### src/sv/expression_token_lexer_unit_defines.svh
// Assertion macros shared by the expression token lexer RTL.
`ifndef EXPRESSION_TOKEN_LEXER_UNIT_DEFINES_SVH
`define EXPRESSION_TOKEN_LEXER_UNIT_DEFINES_SVH
`ifndef SYNTH
// Condition must hold at every clock edge out of reset.
`define ETL_ASSERT_HOLD(lbl, cond) \
    lbl: assert property (@(posedge clk) disable iff (!rst_n) (cond)) \
        else $error("etl: invariant violated");
// Consequent must hold in the cycle after the antecedent.
`define ETL_ASSERT_NEXT(lbl, ante, cons) \
    lbl: assert property (@(posedge clk) disable iff (!rst_n) (ante) |=> (cons)) \
        else $error("etl: sequence check failed");
`else
`define ETL_ASSERT_HOLD(lbl, cond)
`define ETL_ASSERT_NEXT(lbl, ante, cons)
`endif
`endif

### src/sv/etl_pkg.sv
// Types and constants shared by the expression token lexer modules.
`timescale 1ns / 1ps
package etl_pkg;

    localparam int POS_BITS  = 16;
    localparam int OUT_W     = 16;
    localparam int Q_DEPTH   = 4;
    localparam int Q_AW      = $clog2(Q_DEPTH);
    localparam int Q_CW      = $clog2(Q_DEPTH + 1);
    localparam int RES_DEPTH = 4;
    localparam int RES_AW    = $clog2(RES_DEPTH);
    localparam int RES_CW    = $clog2(RES_DEPTH + 1);

    localparam logic [POS_BITS-1:0] POS_MAX = {POS_BITS{1'b1}};

    localparam logic [7:0] CH_E_LO  = "e";
    localparam logic [7:0] CH_E_UP  = "E";
    localparam logic [7:0] CH_DOT   = ".";
    localparam logic [7:0] CH_UNDER = "_";
    localparam logic [7:0] CH_COLON = ":";
    localparam logic [7:0] CH_EQ    = "=";

    typedef enum logic [3:0] {
        K_NUMBER    = 4'd0,
        K_IDENT     = 4'd1,
        K_OPERATOR  = 4'd2,
        K_ASSIGN    = 4'd3,
        K_PRECISION = 4'd4,
        K_LPAREN    = 4'd5,
        K_RPAREN    = 4'd6,
        K_LBRACKET  = 4'd7,
        K_RBRACKET  = 4'd8,
        K_SEMICOLON = 4'd9,
        K_COMMA     = 4'd10,
        K_ERROR     = 4'd11,
        K_EOF       = 4'd12
    } kind_t;

    // Byte class flags worked out by the front end.
    typedef struct packed {
        logic  space;
        logic  digit;
        logic  word_start;
        logic  word;
        logic  dot;
        logic  expo;
        logic  sign;
        logic  eq;
        logic  colon;
        logic  cmp;
        logic  single;
        kind_t single_kind;
    } cls_t;

    typedef struct packed {
        logic [7:0] ch;
        logic       fin;
        cls_t       cls;
    } item_t;

    typedef struct packed {
        kind_t            kind;
        logic [OUT_W-1:0] start_pos;
        logic [OUT_W-1:0] tok_len;
        logic [7:0]       first_char;
        logic [7:0]       second_char;
        logic             last;
    } res_t;

    typedef struct packed {
        logic [RES_CW-1:0] res_count;
        logic              pop;
        logic              pop_end;
        logic              at_rest;
    } back_stat_t;

endpackage

### src/sv/etl_if.sv
// Request channels of the expression token lexer: source bytes in, tokens out.
`timescale 1ns / 1ps
interface etl_in_if;
    logic       valid;
    logic       ready;
    logic [7:0] ch;
    logic       is_end;

    modport source (output valid, output ch, output is_end, input ready);
    modport sink (input valid, input ch, input is_end, output ready);
endinterface

interface etl_out_if;
    logic                         valid;
    logic                         ready;
    etl_pkg::kind_t               kind;
    logic [etl_pkg::OUT_W-1:0]    start_pos;
    logic [etl_pkg::OUT_W-1:0]    tok_len;
    logic [7:0]                   first_char;
    logic [7:0]                   second_char;
    logic                         last;

    modport source (output valid, output kind, output start_pos, output tok_len,
                    output first_char, output second_char, output last, input ready);
    modport sink (input valid, input kind, input start_pos, input tok_len,
                  input first_char, input second_char, input last, output ready);
endinterface

### src/sv/etl_front.sv
// Front end: accepts source bytes and classifies them into queue items.
`timescale 1ns / 1ps
module etl_front (
    etl_in_if.sink          byte_ch,
    input  logic            q_full,
    output logic            q_push,
    output etl_pkg::item_t  q_item
);
    import etl_pkg::*;

    cls_t cls;
    logic [7:0] ch;

    assign ch = byte_ch.ch;

    always_comb
    begin
        cls             = '0;
        cls.single_kind = K_OPERATOR;
        cls.space       = (ch == " ") || (ch inside {[8'd9:8'd13]});
        cls.digit       = ch inside {["0":"9"]};
        cls.word_start  = (ch inside {["a":"z"], ["A":"Z"]}) || (ch == CH_UNDER);
        cls.word        = cls.word_start || cls.digit;
        cls.dot         = (ch == CH_DOT);
        cls.expo        = (ch == CH_E_LO) || (ch == CH_E_UP);
        cls.sign        = (ch == "+") || (ch == "-");
        cls.eq          = (ch == CH_EQ);
        cls.colon       = (ch == CH_COLON);
        cls.cmp         = ch inside {CH_EQ, "<", ">", "!"};
        case (ch)
            "(":
            begin
                cls.single      = 1'b1;
                cls.single_kind = K_LPAREN;
            end
            ")":
            begin
                cls.single      = 1'b1;
                cls.single_kind = K_RPAREN;
            end
            "[":
            begin
                cls.single      = 1'b1;
                cls.single_kind = K_LBRACKET;
            end
            "]":
            begin
                cls.single      = 1'b1;
                cls.single_kind = K_RBRACKET;
            end
            ";":
            begin
                cls.single      = 1'b1;
                cls.single_kind = K_SEMICOLON;
            end
            ",":
            begin
                cls.single      = 1'b1;
                cls.single_kind = K_COMMA;
            end
            "+", "-", "*", "/", "^", "%":
            begin
                cls.single      = 1'b1;
                cls.single_kind = K_OPERATOR;
            end
            default:
            begin
                cls.single      = 1'b0;
            end
        endcase
    end

    assign byte_ch.ready = !q_full;
    assign q_push        = byte_ch.valid && !q_full;

    // A zero byte ends the text just like the end marker.
    assign q_item.ch  = ch;
    assign q_item.fin = byte_ch.is_end || (ch == 8'd0);
    assign q_item.cls = cls;

endmodule

### src/sv/etl_fifo.sv
// Short queue of classified bytes between the front end and the lexer core.
`timescale 1ns / 1ps
module etl_fifo (
    input  logic            clk,
    input  logic            rst_n,
    input  logic            push,
    input  etl_pkg::item_t  push_item,
    output logic            full,
    input  logic            pop,
    output logic            head_valid,
    output etl_pkg::item_t  head
);
    import etl_pkg::*;

    item_t             mem [Q_DEPTH];
    logic [Q_AW-1:0]   wptr_reg, wptr_next;
    logic [Q_AW-1:0]   rptr_reg, rptr_next;
    logic [Q_CW-1:0]   count_reg, count_next;

    assign full       = (count_reg == Q_CW'(Q_DEPTH));
    assign head_valid = (count_reg != '0);
    assign head       = mem[rptr_reg];

    always_comb
    begin
        wptr_next  = push ? wptr_reg + 1'b1 : wptr_reg;
        rptr_next  = pop ? rptr_reg + 1'b1 : rptr_reg;
        count_next = count_reg + Q_CW'(push) - Q_CW'(pop);
    end

    always_ff @(posedge clk or negedge rst_n)
    begin
        if (!rst_n)
        begin
            wptr_reg  <= '0;
            rptr_reg  <= '0;
            count_reg <= '0;
        end
        else
        begin
            wptr_reg  <= wptr_next;
            rptr_reg  <= rptr_next;
            count_reg <= count_next;
        end
    end

    always_ff @(posedge clk)
    begin
        if (push)
        begin
            mem[wptr_reg] <= push_item;
        end
    end

endmodule

### src/sv/etl_back.sv
// Lexer core: token state machine and result buffer driving the token channel.
`timescale 1ns / 1ps
module etl_back (
    input  logic                clk,
    input  logic                rst_n,
    input  logic                head_valid,
    input  etl_pkg::item_t      head,
    output logic                pop,
    etl_out_if.source           token_ch,
    output etl_pkg::back_stat_t stat
);
    import etl_pkg::*;

    typedef enum logic [2:0] {
        M_IDLE,
        M_NUMBER,
        M_IDENT,
        M_COLON,
        M_CMP,
        M_DRAIN
    } mode_t;

    mode_t                mode_reg, mode_next;
    logic                 seen_dot_reg, seen_dot_next;
    logic                 seen_exp_reg, seen_exp_next;
    logic [POS_BITS-1:0]  pos_reg, pos_next;
    logic [POS_BITS-1:0]  tstart_reg, tstart_next;
    logic [7:0]           pfirst_reg, pfirst_next;
    logic [7:0]           psecond_reg, psecond_next;

    res_t                 res_mem [RES_DEPTH];
    logic [RES_AW-1:0]    wptr_reg, wptr_next;
    logic [RES_AW-1:0]    rptr_reg, rptr_next;
    logic [RES_CW-1:0]    count_reg, count_next;

    res_t                 flush_res, res_a, res_b, slot0, slot1;
    logic                 flush_v, a_v, b_v, taken, rd, we0, we1;
    logic [1:0]           wr_n;
    cls_t                 cls;
    logic [7:0]           ch;

    assign cls = head.cls;
    assign ch  = head.ch;

    // Take an item only while the buffer has room for both of its results.
    assign pop = head_valid && (count_reg <= RES_CW'(RES_DEPTH - 2));

    always_comb
    begin
        flush_v               = (mode_reg == M_NUMBER) || (mode_reg == M_IDENT) ||
                                (mode_reg == M_COLON) || (mode_reg == M_CMP);
        flush_res.start_pos   = OUT_W'(tstart_reg);
        flush_res.first_char  = pfirst_reg;
        flush_res.last        = 1'b0;
        flush_res.kind        = K_OPERATOR;
        flush_res.tok_len     = OUT_W'(1);
        flush_res.second_char = 8'd0;
        case (mode_reg)
            M_NUMBER, M_IDENT:
            begin
                flush_res.kind        = (mode_reg == M_NUMBER) ? K_NUMBER : K_IDENT;
                flush_res.tok_len     = OUT_W'(pos_reg - tstart_reg);
                flush_res.second_char = psecond_reg;
            end
            M_COLON:
            begin
                flush_res.kind = K_ERROR;
            end
            default:
            begin
                flush_res.kind = K_OPERATOR;
            end
        endcase
    end

    always_comb
    begin
        mode_next     = mode_reg;
        seen_dot_next = seen_dot_reg;
        seen_exp_next = seen_exp_reg;
        pos_next      = pos_reg;
        tstart_next   = tstart_reg;
        pfirst_next   = pfirst_reg;
        psecond_next  = psecond_reg;
        a_v           = 1'b0;
        b_v           = 1'b0;
        res_a         = flush_res;
        res_b         = '{kind: K_EOF, start_pos: OUT_W'(pos_reg), tok_len: '0,
                          first_char: 8'd0, second_char: 8'd0, last: 1'b1};
        taken         = 1'b0;

        if (head.fin)
        begin
            // Flush, report end of text, then return to the reset state.
            a_v           = flush_v;
            b_v           = 1'b1;
            mode_next     = M_IDLE;
            seen_dot_next = 1'b0;
            seen_exp_next = 1'b0;
            pos_next      = '0;
            tstart_next   = '0;
            pfirst_next   = 8'd0;
            psecond_next  = 8'd0;
        end
        else
        begin
            case (mode_reg)
                M_NUMBER:
                begin
                    if (cls.dot && !seen_dot_reg && !seen_exp_reg)
                    begin
                        seen_dot_next = 1'b1;
                    end
                    if (cls.expo && !seen_exp_reg)
                    begin
                        seen_exp_next = 1'b1;
                    end
                    taken = cls.digit || (cls.dot && !seen_dot_reg && !seen_exp_reg) ||
                            (cls.expo && !seen_exp_reg) || (cls.sign && seen_exp_reg);
                end
                M_IDENT:
                begin
                    taken = cls.word;
                end
                M_COLON:
                begin
                    taken = 1'b1;
                    a_v   = 1'b1;
                    if (cls.eq || cls.colon)
                    begin
                        res_a.kind        = cls.eq ? K_ASSIGN : K_PRECISION;
                        res_a.tok_len     = OUT_W'(2);
                        res_a.second_char = ch;
                        mode_next         = M_IDLE;
                    end
                    else
                    begin
                        mode_next = M_DRAIN;
                    end
                end
                M_CMP:
                begin
                    if (cls.eq)
                    begin
                        taken             = 1'b1;
                        a_v               = 1'b1;
                        res_a.kind        = K_OPERATOR;
                        res_a.tok_len     = OUT_W'(2);
                        res_a.second_char = ch;
                        mode_next         = M_IDLE;
                    end
                end
                M_DRAIN:
                begin
                    taken = 1'b1;
                end
                default:
                begin
                    taken = 1'b0;
                end
            endcase

            if (taken)
            begin
                if (((mode_reg == M_NUMBER) || (mode_reg == M_IDENT)) &&
                    (psecond_reg == 8'd0))
                begin
                    psecond_next = ch;
                end
            end
            else
            begin
                // Close the pending token and start on this byte.
                a_v               = flush_v;
                mode_next         = M_IDLE;
                res_b.start_pos   = OUT_W'(pos_reg);
                res_b.tok_len     = OUT_W'(1);
                res_b.first_char  = ch;
                res_b.second_char = 8'd0;
                if (cls.digit || cls.word_start || cls.colon || cls.cmp)
                begin
                    tstart_next   = pos_reg;
                    pfirst_next   = ch;
                    psecond_next  = 8'd0;
                    seen_dot_next = 1'b0;
                    seen_exp_next = 1'b0;
                    if (cls.digit)
                    begin
                        mode_next = M_NUMBER;
                    end
                    else if (cls.word_start)
                    begin
                        mode_next = M_IDENT;
                    end
                    else if (cls.colon)
                    begin
                        mode_next = M_COLON;
                    end
                    else
                    begin
                        mode_next = M_CMP;
                    end
                end
                else if (cls.single)
                begin
                    b_v        = 1'b1;
                    res_b.kind = cls.single_kind;
                end
                else if (!cls.space)
                begin
                    b_v        = 1'b1;
                    res_b.kind = K_ERROR;
                    mode_next  = M_DRAIN;
                end
            end

            pos_next = (pos_reg == POS_MAX) ? pos_reg : pos_reg + 1'b1;
        end
    end

    // Pack the results of this item into consecutive buffer slots.
    always_comb
    begin
        slot0      = a_v ? res_a : res_b;
        slot0.last = !(a_v && b_v);
        slot1      = res_b;
        slot1.last = 1'b1;
        we0        = pop && (a_v || b_v);
        we1        = pop && a_v && b_v;
        wr_n       = {1'b0, we0} + {1'b0, we1};
        rd         = token_ch.valid && token_ch.ready;
        wptr_next  = wptr_reg + RES_AW'(wr_n);
        rptr_next  = rd ? rptr_reg + 1'b1 : rptr_reg;
        count_next = count_reg + RES_CW'(wr_n) - RES_CW'(rd);
    end

    always_ff @(posedge clk or negedge rst_n)
    begin
        if (!rst_n)
        begin
            mode_reg     <= M_IDLE;
            seen_dot_reg <= 1'b0;
            seen_exp_reg <= 1'b0;
            pos_reg      <= '0;
            tstart_reg   <= '0;
            pfirst_reg   <= 8'd0;
            psecond_reg  <= 8'd0;
            wptr_reg     <= '0;
            rptr_reg     <= '0;
            count_reg    <= '0;
        end
        else
        begin
            if (pop)
            begin
                mode_reg     <= mode_next;
                seen_dot_reg <= seen_dot_next;
                seen_exp_reg <= seen_exp_next;
                pos_reg      <= pos_next;
                tstart_reg   <= tstart_next;
                pfirst_reg   <= pfirst_next;
                psecond_reg  <= psecond_next;
            end
            wptr_reg  <= wptr_next;
            rptr_reg  <= rptr_next;
            count_reg <= count_next;
        end
    end

    always_ff @(posedge clk)
    begin
        if (we0)
        begin
            res_mem[wptr_reg] <= slot0;
        end
        if (we1)
        begin
            res_mem[wptr_reg + 1'b1] <= slot1;
        end
    end

    assign token_ch.valid       = (count_reg != '0);
    assign token_ch.kind        = res_mem[rptr_reg].kind;
    assign token_ch.start_pos   = res_mem[rptr_reg].start_pos;
    assign token_ch.tok_len     = res_mem[rptr_reg].tok_len;
    assign token_ch.first_char  = res_mem[rptr_reg].first_char;
    assign token_ch.second_char = res_mem[rptr_reg].second_char;
    assign token_ch.last        = res_mem[rptr_reg].last;

    assign stat.res_count = count_reg;
    assign stat.pop       = pop;
    assign stat.pop_end   = pop && head.fin;
    assign stat.at_rest   = (mode_reg == M_IDLE) && (pos_reg == '0);

endmodule

### src/sv/expression_token_lexer_unit.sv
// Expression token lexer: source bytes in, tokens with kind, position and
// leading characters out.
//
// byte_ch takes one source byte per request (ch, is_end); a zero byte or
// is_end ends the text. token_ch gives one token per request; each byte
// yields zero, one or two tokens, and last marks the final token of a byte.
// End of text flushes a pending token, emits EOF and restarts at offset 0.
//
// A byte is taken every cycle while the four-entry byte queue has room.
// The lexer core consumes one byte per cycle whenever its four-entry token
// buffer has two free slots, so the sustained rate is one byte per clock
// as long as bytes yield at most one token each; two-token bytes are bound
// by the single token port. A byte is registered first in the byte queue,
// then its tokens in the token buffer.
// When token_ch stalls, the token buffer fills, the core stops and the byte
// queue then fills and drops byte_ch.ready. Reset empties both queues and
// clears the lexer state; no clearing pass is needed.
`timescale 1ns / 1ps
`include "expression_token_lexer_unit_defines.svh"
module expression_token_lexer_unit (
    input  logic       clk,
    input  logic       rst_n,
    etl_in_if.sink     byte_ch,
    etl_out_if.source  token_ch
);
    import etl_pkg::*;

    logic       q_full;
    logic       q_push;
    logic       q_pop;
    logic       q_valid;
    item_t      q_in;
    item_t      q_head;
    back_stat_t stat;

    etl_front u_front (
        .byte_ch (byte_ch),
        .q_full  (q_full),
        .q_push  (q_push),
        .q_item  (q_in)
    );

    etl_fifo u_fifo (
        .clk        (clk),
        .rst_n      (rst_n),
        .push       (q_push),
        .push_item  (q_in),
        .full       (q_full),
        .pop        (q_pop),
        .head_valid (q_valid),
        .head       (q_head)
    );

    etl_back u_back (
        .clk        (clk),
        .rst_n      (rst_n),
        .head_valid (q_valid),
        .head       (q_head),
        .pop        (q_pop),
        .token_ch   (token_ch),
        .stat       (stat)
    );

    `ETL_ASSERT_HOLD(a_res_bound, stat.res_count <= RES_CW'(RES_DEPTH))
    `ETL_ASSERT_HOLD(a_out_valid, token_ch.valid == (stat.res_count != '0))
    `ETL_ASSERT_HOLD(a_pop_room, !stat.pop || (stat.res_count <= RES_CW'(RES_DEPTH - 2)))
    `ETL_ASSERT_NEXT(a_end_rest, stat.pop_end, stat.at_rest)

endmodule
### src/flat_wrapper.sv
// flat-port wrapper written by rule: the top's interface ports become plain ports
module expression_token_lexer_unit_flat import etl_pkg::*;
  (clk, rst_n, byte_ch_valid, byte_ch_ch, byte_ch_is_end, byte_ch_ready, token_ch_valid, token_ch_kind, token_ch_start_pos, token_ch_tok_len, token_ch_first_char, token_ch_second_char, token_ch_last, token_ch_ready);
  etl_in_if byte_ch_i ();
  etl_out_if token_ch_i ();
  input  logic clk;
  input  logic rst_n;
  input wire logic [$bits(byte_ch_i.valid)-1:0] byte_ch_valid;
  input wire logic [$bits(byte_ch_i.ch)-1:0] byte_ch_ch;
  input wire logic [$bits(byte_ch_i.is_end)-1:0] byte_ch_is_end;
  output wire logic [$bits(byte_ch_i.ready)-1:0] byte_ch_ready;
  output wire logic [$bits(token_ch_i.valid)-1:0] token_ch_valid;
  output wire logic [$bits(token_ch_i.kind)-1:0] token_ch_kind;
  output wire logic [$bits(token_ch_i.start_pos)-1:0] token_ch_start_pos;
  output wire logic [$bits(token_ch_i.tok_len)-1:0] token_ch_tok_len;
  output wire logic [$bits(token_ch_i.first_char)-1:0] token_ch_first_char;
  output wire logic [$bits(token_ch_i.second_char)-1:0] token_ch_second_char;
  output wire logic [$bits(token_ch_i.last)-1:0] token_ch_last;
  input wire logic [$bits(token_ch_i.ready)-1:0] token_ch_ready;
  assign byte_ch_i.valid = byte_ch_valid;
  assign byte_ch_i.ch = byte_ch_ch;
  assign byte_ch_i.is_end = byte_ch_is_end;
  assign byte_ch_ready = byte_ch_i.ready;
  assign token_ch_valid = token_ch_i.valid;
  assign token_ch_kind = token_ch_i.kind;
  assign token_ch_start_pos = token_ch_i.start_pos;
  assign token_ch_tok_len = token_ch_i.tok_len;
  assign token_ch_first_char = token_ch_i.first_char;
  assign token_ch_second_char = token_ch_i.second_char;
  assign token_ch_last = token_ch_i.last;
  assign token_ch_i.ready = token_ch_ready;
  expression_token_lexer_unit u_core (.clk(clk), .rst_n(rst_n), .byte_ch(byte_ch_i), .token_ch(token_ch_i));
endmodule
### config.mk
export PLATFORM = sky130hd
export DESIGN_NAME = expression_token_lexer_unit_flat
export DESIGN_NICKNAME = d
export VERILOG_FILES = /design/src/sv/etl_pkg.sv /design/src/sv/etl_if.sv /design/src/sv/etl_front.sv /design/src/sv/etl_fifo.sv /design/src/sv/etl_back.sv /design/src/sv/expression_token_lexer_unit.sv /design/src/flat_wrapper.sv
export VERILOG_INCLUDE_DIRS = /design/src /design/src/sv
export SDC_FILE = /design/constraint.sdc
export NUM_CORES = 1
export LEC_CHECK = 0
export ABC_CLOCK_PERIOD_IN_PS = 4590
export BUFFER_PORTS_ARGS = -buffer_cell sky130_fd_sc_hd__buf_2
export CORE_ASPECT_RATIO = 0.6
export CORE_MARGIN = 4
export CORE_UTILIZATION = 55
export DETAILED_ROUTE_END_ITERATION = 10
export GPL_ROUTABILITY_DRIVEN = 0
export PLACE_DENSITY_LB_ADDON = 0.05
export SYNTH_ARGS = -nofsm -noshare
export SYNTH_HDL_FRONTEND = slang
export SYNTH_HIERARCHICAL = 1
export SYNTH_SLANG_ARGS = --single-unit
### constraint.sdc
create_clock -name clk -period 4.59 [get_ports clk]
set_input_delay 0.2295 -clock clk [delete_from_list [all_inputs] [get_ports clk]]
set_output_delay 0.2295 -clock clk [all_outputs]
set_load 0.02 [all_outputs]
==> flow_summary.json, run 1 <==
{
  "outcome": "completed",
  "final_util_pct": 61.7,
  "cts.path.max_buffers": 3,
  "layout-drive-gt1-share_pct": 18.8,
  "regMostFlops": "u_core/u_back/res_mem",
  "relSlewSlack_pct": 27.1,
  "cts_root_buf": "clkbuf_16",
  "gr-total-overflow": 0,
  "drc": 0,
  "placed_cell_area_um2": 18200,
  "min_period_over_period_pct": 89.7,
  "first_iter_violations": 1296,
  "dp.cells": 1789,
  "syn_inst": 1390,
  "hp-class": "in -> reg",
  "tightest_slew_ns": 1.08,
  "finalCriticalPeriod_ns": 4.12,
  "design.core.area_um2": 31500,
  "fin_worst_skew_ns": 0.0222,
  "start_util_pct": 56.3,
  "hold_violations": 0,
  "cp_max_fo": 12,
  "cts.clk_slew.worst_paths_ns": 0.07,
  "drt_pre_antenna_iters": 5,
  "grt_max_degree": 53,
  "worstSetupStartpointType": "register",
  "place_ws_ns": 0.454,
  "cts.repair.resized": 0,
  "grt_first_pass_wirelength_um": 70300,
  "grt_pass1_vias": 11600,
  "cap_violations": 0,
  "fin_cells": 1856,
  "hpwl_um": 30200,
  "antenna_cells": 0,
  "holdWs_ns": 0.0746,
  "arrival_ns": 4.51,
  "htreeDepth": 2,
  "worst_path_most_repeated_cell": "ha_1",
  "postLayoutCellArea_um2": 19400,
  "fp.dieH_um": 147,
  "required_ns": 4.98,
  "total_leakage_power_nw": 7.07,
  "yosys_warnings": 6,
  "synth_nets": 1432,
  "io_pins": 68,
  "largest_reg_flops": 212,
  "reg.largest.list": "u_core/u_back/res_mem: 212 flops, u_core/u_fifo/mem: 96 flops",
  "wirelength_um": 45400,
  "setup_viol": 0,
  "chipWidth_um": 240,
  "layout_setup_ws_ns": 0.471,
  "routedWlPerCell_um": 24.4,
  "cts.sink_count": 375,
  "cts_made_buffers": 36,
  "rsz0062_at_grt": "false",
  "grt_usage_pct": 25.9,
  "peakVddDrop_mv": 0.677,
  "p_total_mw": 13.7,
  "slowest_delay_ns": 0.61,
  "area_delta_synth_final_pct": 9.67,
  "cp_top_family": "compound AO/OA/AOI/OAI gates",
  "num-nets-final": 1456,
  "antenna_found_initial": 0,
  "cts_tree": "built",
  "drv_slew": 0,
  "path_cells": "mux4_2, a2111oi_2, o21a_1, a21oi_1, nor3_1, ha_1, or2_2, nand2_1, ha_1, fa_1",
  "cp-end-kind": "register",
  "netlist_area_um2": 17700,
  "syn_area_per_cell_um2": 12.7,
  "die_area_um2": 35200,
  "p_per_area_nw_per_um2": 704,
  "dr_total_vias": 11900,
  "critPathKind": "reg -> reg",
  "viasPerCell": 6.42,
  "setup_tns_ns": 0,
  "rows": 50,
  "portBuffers": 67,
  "path_buf_inv": 0,
  "insertion_delay_ns": 0.53,
  "timing.fmax_mhz": 243,
  "slowest_stage": "dfrtp_1",
  "antenna_left": 0
}
repair_timing:
action,4_1_cts,5_1_grt
endpoints found under the hold margin,17,0
hold buffers,2,0
endpoints found under the setup margin,0,0
setup buffers,0,0
worst paths after layout:
check / slack, ns / cells after the start / start / endpoint
max: 0.47 / 10 / u_core/u_fifo/rptr_reg[0] / u_core/u_back/count_reg[1]
max reg2reg: 0.47 / 10 / u_core/u_fifo/rptr_reg[0] / u_core/u_back/count_reg[1]
min reg2reg: 0.47 / 1 / u_core/u_back/res_mem[0][0] / u_core/u_back/res_mem[0][0]
max in group asynchronous: 3.44 / 3 / rst_n / u_core/u_back/rptr_reg[1]
min in group asynchronous: 0.11 / 2 / rst_n / u_core/u_back/psecond_reg[2]
min: 0.07 / 1 / byte_ch_ch[5] / u_core/u_fifo/mem[3][21]
routing by layer:
layer / GRT usage (%) / wire length [µm] / vias up
li1: - / - / 5390
met1: 42.7 / 22000 / 5985
met2: 33.7 / 18000 / 489
met3: 8.14 / 4680 / 48
met4: 4.38 / 618 / 0
met5: 0 / 0 / -
where the power goes:
part	switching [mW]	leakage, nW	total (mW)	internal (mW)
Sequential	0.652	3.70	5.15	4.49
Clock	1.27	0.599	3.05	1.78
Combinational	3.50	2.77	5.47	1.98
placed cells by master, fill, tap and decap left out, drive strengths merged, types with 6 or more instances in the layout:
cell	instances
o31ai	6
mux2i	16
edfxtp	212
o221ai	6
a21oi	22
clkinv	11
and2	9
dfrtp	67
xnor2	24
o21a	15
and3	8
or3	8
buf	105
xor2	18
nor4	9
o21ai	118
nand4	7
dfxtp	96
inv	40
a31oi	10
or2	7
mux4	77
clkbuf	51
ha	26
o22ai	47
nand2	88
nor3	15
nor2	45
a22o	80
a22oi	8
nand3	104
area by class of cell:
type	count	area, µm²
tap	416	520
timing repair buffer	107	643
fill	2484	12100
clock buffer	51	1060
clock inverter	13	143
multi-input combinational	853	6930
inverter	41	154
sequential	375	9970
No activity file was read; power rests on OpenSTA's default activity.
==> run 2: changes to the inputs <==
--- a/config.mk
+++ b/config.mk
@@ -6,9 +6,9 @@
 export SDC_FILE = /design/constraint.sdc
 export NUM_CORES = 1
 export LEC_CHECK = 0
-export ABC_CLOCK_PERIOD_IN_PS = 4590
+export ABC_CLOCK_PERIOD_IN_PS = 4600
 export BUFFER_PORTS_ARGS = -buffer_cell sky130_fd_sc_hd__buf_2
-export CORE_ASPECT_RATIO = 0.6
+export CORE_ASPECT_RATIO = 1.4
 export CORE_MARGIN = 4
 export CORE_UTILIZATION = 55
 export DETAILED_ROUTE_END_ITERATION = 10
==> constraint.sdc (replaced) <==
create_clock -name clk -period 4.6 [get_ports clk]
set_input_delay 0.23 -clock clk [delete_from_list [all_inputs] [get_ports clk]]
set_output_delay 0.23 -clock clk [all_outputs]
set_load 0.02 [all_outputs]
==> run 2 against run 1 <==
Effect of this change:
- hold slack lost 0.023 ns
- register-to-register slack gained 0.07 ns
- combinational power grew 0.9%
- flip-flop and latch count is the same
- global-route usage is 1.1 points lower
- first-iteration DRC count fell by 35%
- highest routed layer unchanged
==> flow_summary.json, run 2 (synthesized netlist as in run 1, its figures left out) <==
{
  "outcome": "completed",
  "cts.path.max_buffers": 3,
  "gr-total-overflow": 0,
  "drt_pre_antenna_iters": 5,
  "setup_viol": 0,
  "grt_first_pass_wirelength_um": 68100,
  "first_iter_violations": 843,
  "fin_worst_skew_ns": 0.0138,
  "cap_violations": 0,
  "final_util_pct": 61.2,
  "place_ws_ns": 0.504,
  "antenna_left": 0,
  "layout-drive-gt1-share_pct": 18.4,
  "cts_tree": "built",
  "insertion_delay_ns": 0.54,
  "hp-class": "in -> reg",
  "io_pins": 68,
  "total_leakage_power_nw": 7.06,
  "rows": 77,
  "rsz0062_at_grt": "false",
  "required_ns": 4.97,
  "dp.cells": 1769,
  "wirelength_um": 43500,
  "cp_max_fo": 26,
  "drv_slew": 0,
  "min_period_over_period_pct": 88.3,
  "layout_common_cells": "212 x edfxtp_1, 111 x o21ai_0, 104 x nand3_1",
  "fp.dieH_um": 220,
  "cts_made_buffers": 37,
  "arrival_ns": 4.43,
  "peakVddDrop_mv": 0.472,
  "tightest_slew_ns": 1.07,
  "placed_cell_area_um2": 18200,
  "grt_usage_pct": 24.8,
  "hpwl_um": 28300,
  "hold_violations": 0,
  "cts.sink_count": 375,
  "layout_setup_ws_ns": 0.540,
  "setup_tns_ns": 0,
  "cts.repair.resized": 0,
  "critPathKind": "reg -> reg",
  "viasPerCell": 6.33,
  "cp-end-kind": "register",
  "antenna_found_initial": 0,
  "p_per_area_nw_per_um2": 702,
  "finalCriticalPeriod_ns": 4.06,
  "htreeDepth": 2,
  "antenna_cells": 0,
  "relSlewSlack_pct": 28.9,
  "design.core.area_um2": 31700,
  "postLayoutCellArea_um2": 19400,
  "regMostFlops": "u_core/u_back/res_mem",
  "worstSetupStartpointType": "register",
  "area_delta_synth_final_pct": 9.64,
  "start_util_pct": 55.9,
  "num-nets-final": 1457,
  "chipWidth_um": 160,
  "portBuffers": 67,
  "routedWlPerCell_um": 23.7,
  "cts_root_buf": "clkbuf_16",
  "grt_max_degree": 56,
  "dr_total_vias": 11600,
  "fin_cells": 1838,
  "largest_reg_flops": 212,
  "grt_pass1_vias": 11800,
  "postCtsHoldBufs": 2,
  "timing.fmax_mhz": 246,
  "drc": 0,
  "reg.largest.list": "u_core/u_back/res_mem: 212 flops, u_core/u_fifo/mem: 96 flops",
  "mostFrequentLayoutCell": "edfxtp_1",
  "die_area_um2": 35200,
  "holdWs_ns": 0.0518,
  "p_total_mw": 13.6,
  "cts_setup_buffers": 0,
  "cts.clk_slew.worst_paths_ns": 0.06
}
-- run 2: cell count changes in the layout (fill, tap and decap cells not counted), sizes merged --
cell	previous run	this run
clkinvlp	0	1
bufinv	3	4
inv	40	42
clkbuf	51	50
-- run 2: area by class of cell --
cell class | instances | area, µm²
fill | 2536 | 12300
clock inverter | 17 | 186
clock buffer | 50 | 1000
sequential | 375 | 9970
multi-input combinational | 853 | 6930
tap | 395 | 494
timing repair buffer | 107 | 678
inverter | 41 | 154
-- run 2: routing by layer --
layer	share of wire, %	global-route usage [%]
met3	4.6	3.28
met2	54	46.6
met1	38	28.9
met5	0	0
met4	3.5	9.46
-- run 2: path summary, 6_finish.rpt --
kind	start	endpoint	slack (ns)	depth (start not counted)
max in group asynchronous	rst_n	u_core/u_back/psecond_reg[6]	3.22	3
max reg2reg	u_core/u_fifo/rptr_reg[0]	u_core/u_back/res_mem[2][14]	0.54	10
min reg2reg	u_core/u_back/res_mem[2][0]	u_core/u_back/res_mem[2][0]	0.47	1
min	byte_ch_is_end	u_core/u_fifo/mem[3][15]	0.05	2
min in group asynchronous	rst_n	u_core/u_back/tstart_reg[4]	0.39	2
max	u_core/u_fifo/rptr_reg[0]	u_core/u_back/res_mem[2][14]	0.54	10
-- run 2: power by group --
group	total, mW	switching [mW]	leakage, nW	internal (mW)
Clock	3.02	1.26	0.582	1.76
Combinational	5.52	3.51	2.78	2.01
Sequential	5.08	0.598	3.70	4.48
Total	13.6	5.37	7.06	8.25
-- run 2: worst max-delay path, stage by stage (launching register included) --
cell and delay [ns]:
dfrtp_1 0.66, buf_4 0.29, mux4_2 0.60, nor3_2 0.16
nand2b_1 0.11, a21oi_1 0.35, a21oi_1 0.21, or4_1 0.74
buf_4 0.34, o21a_1 0.26, o22ai_1 0.19
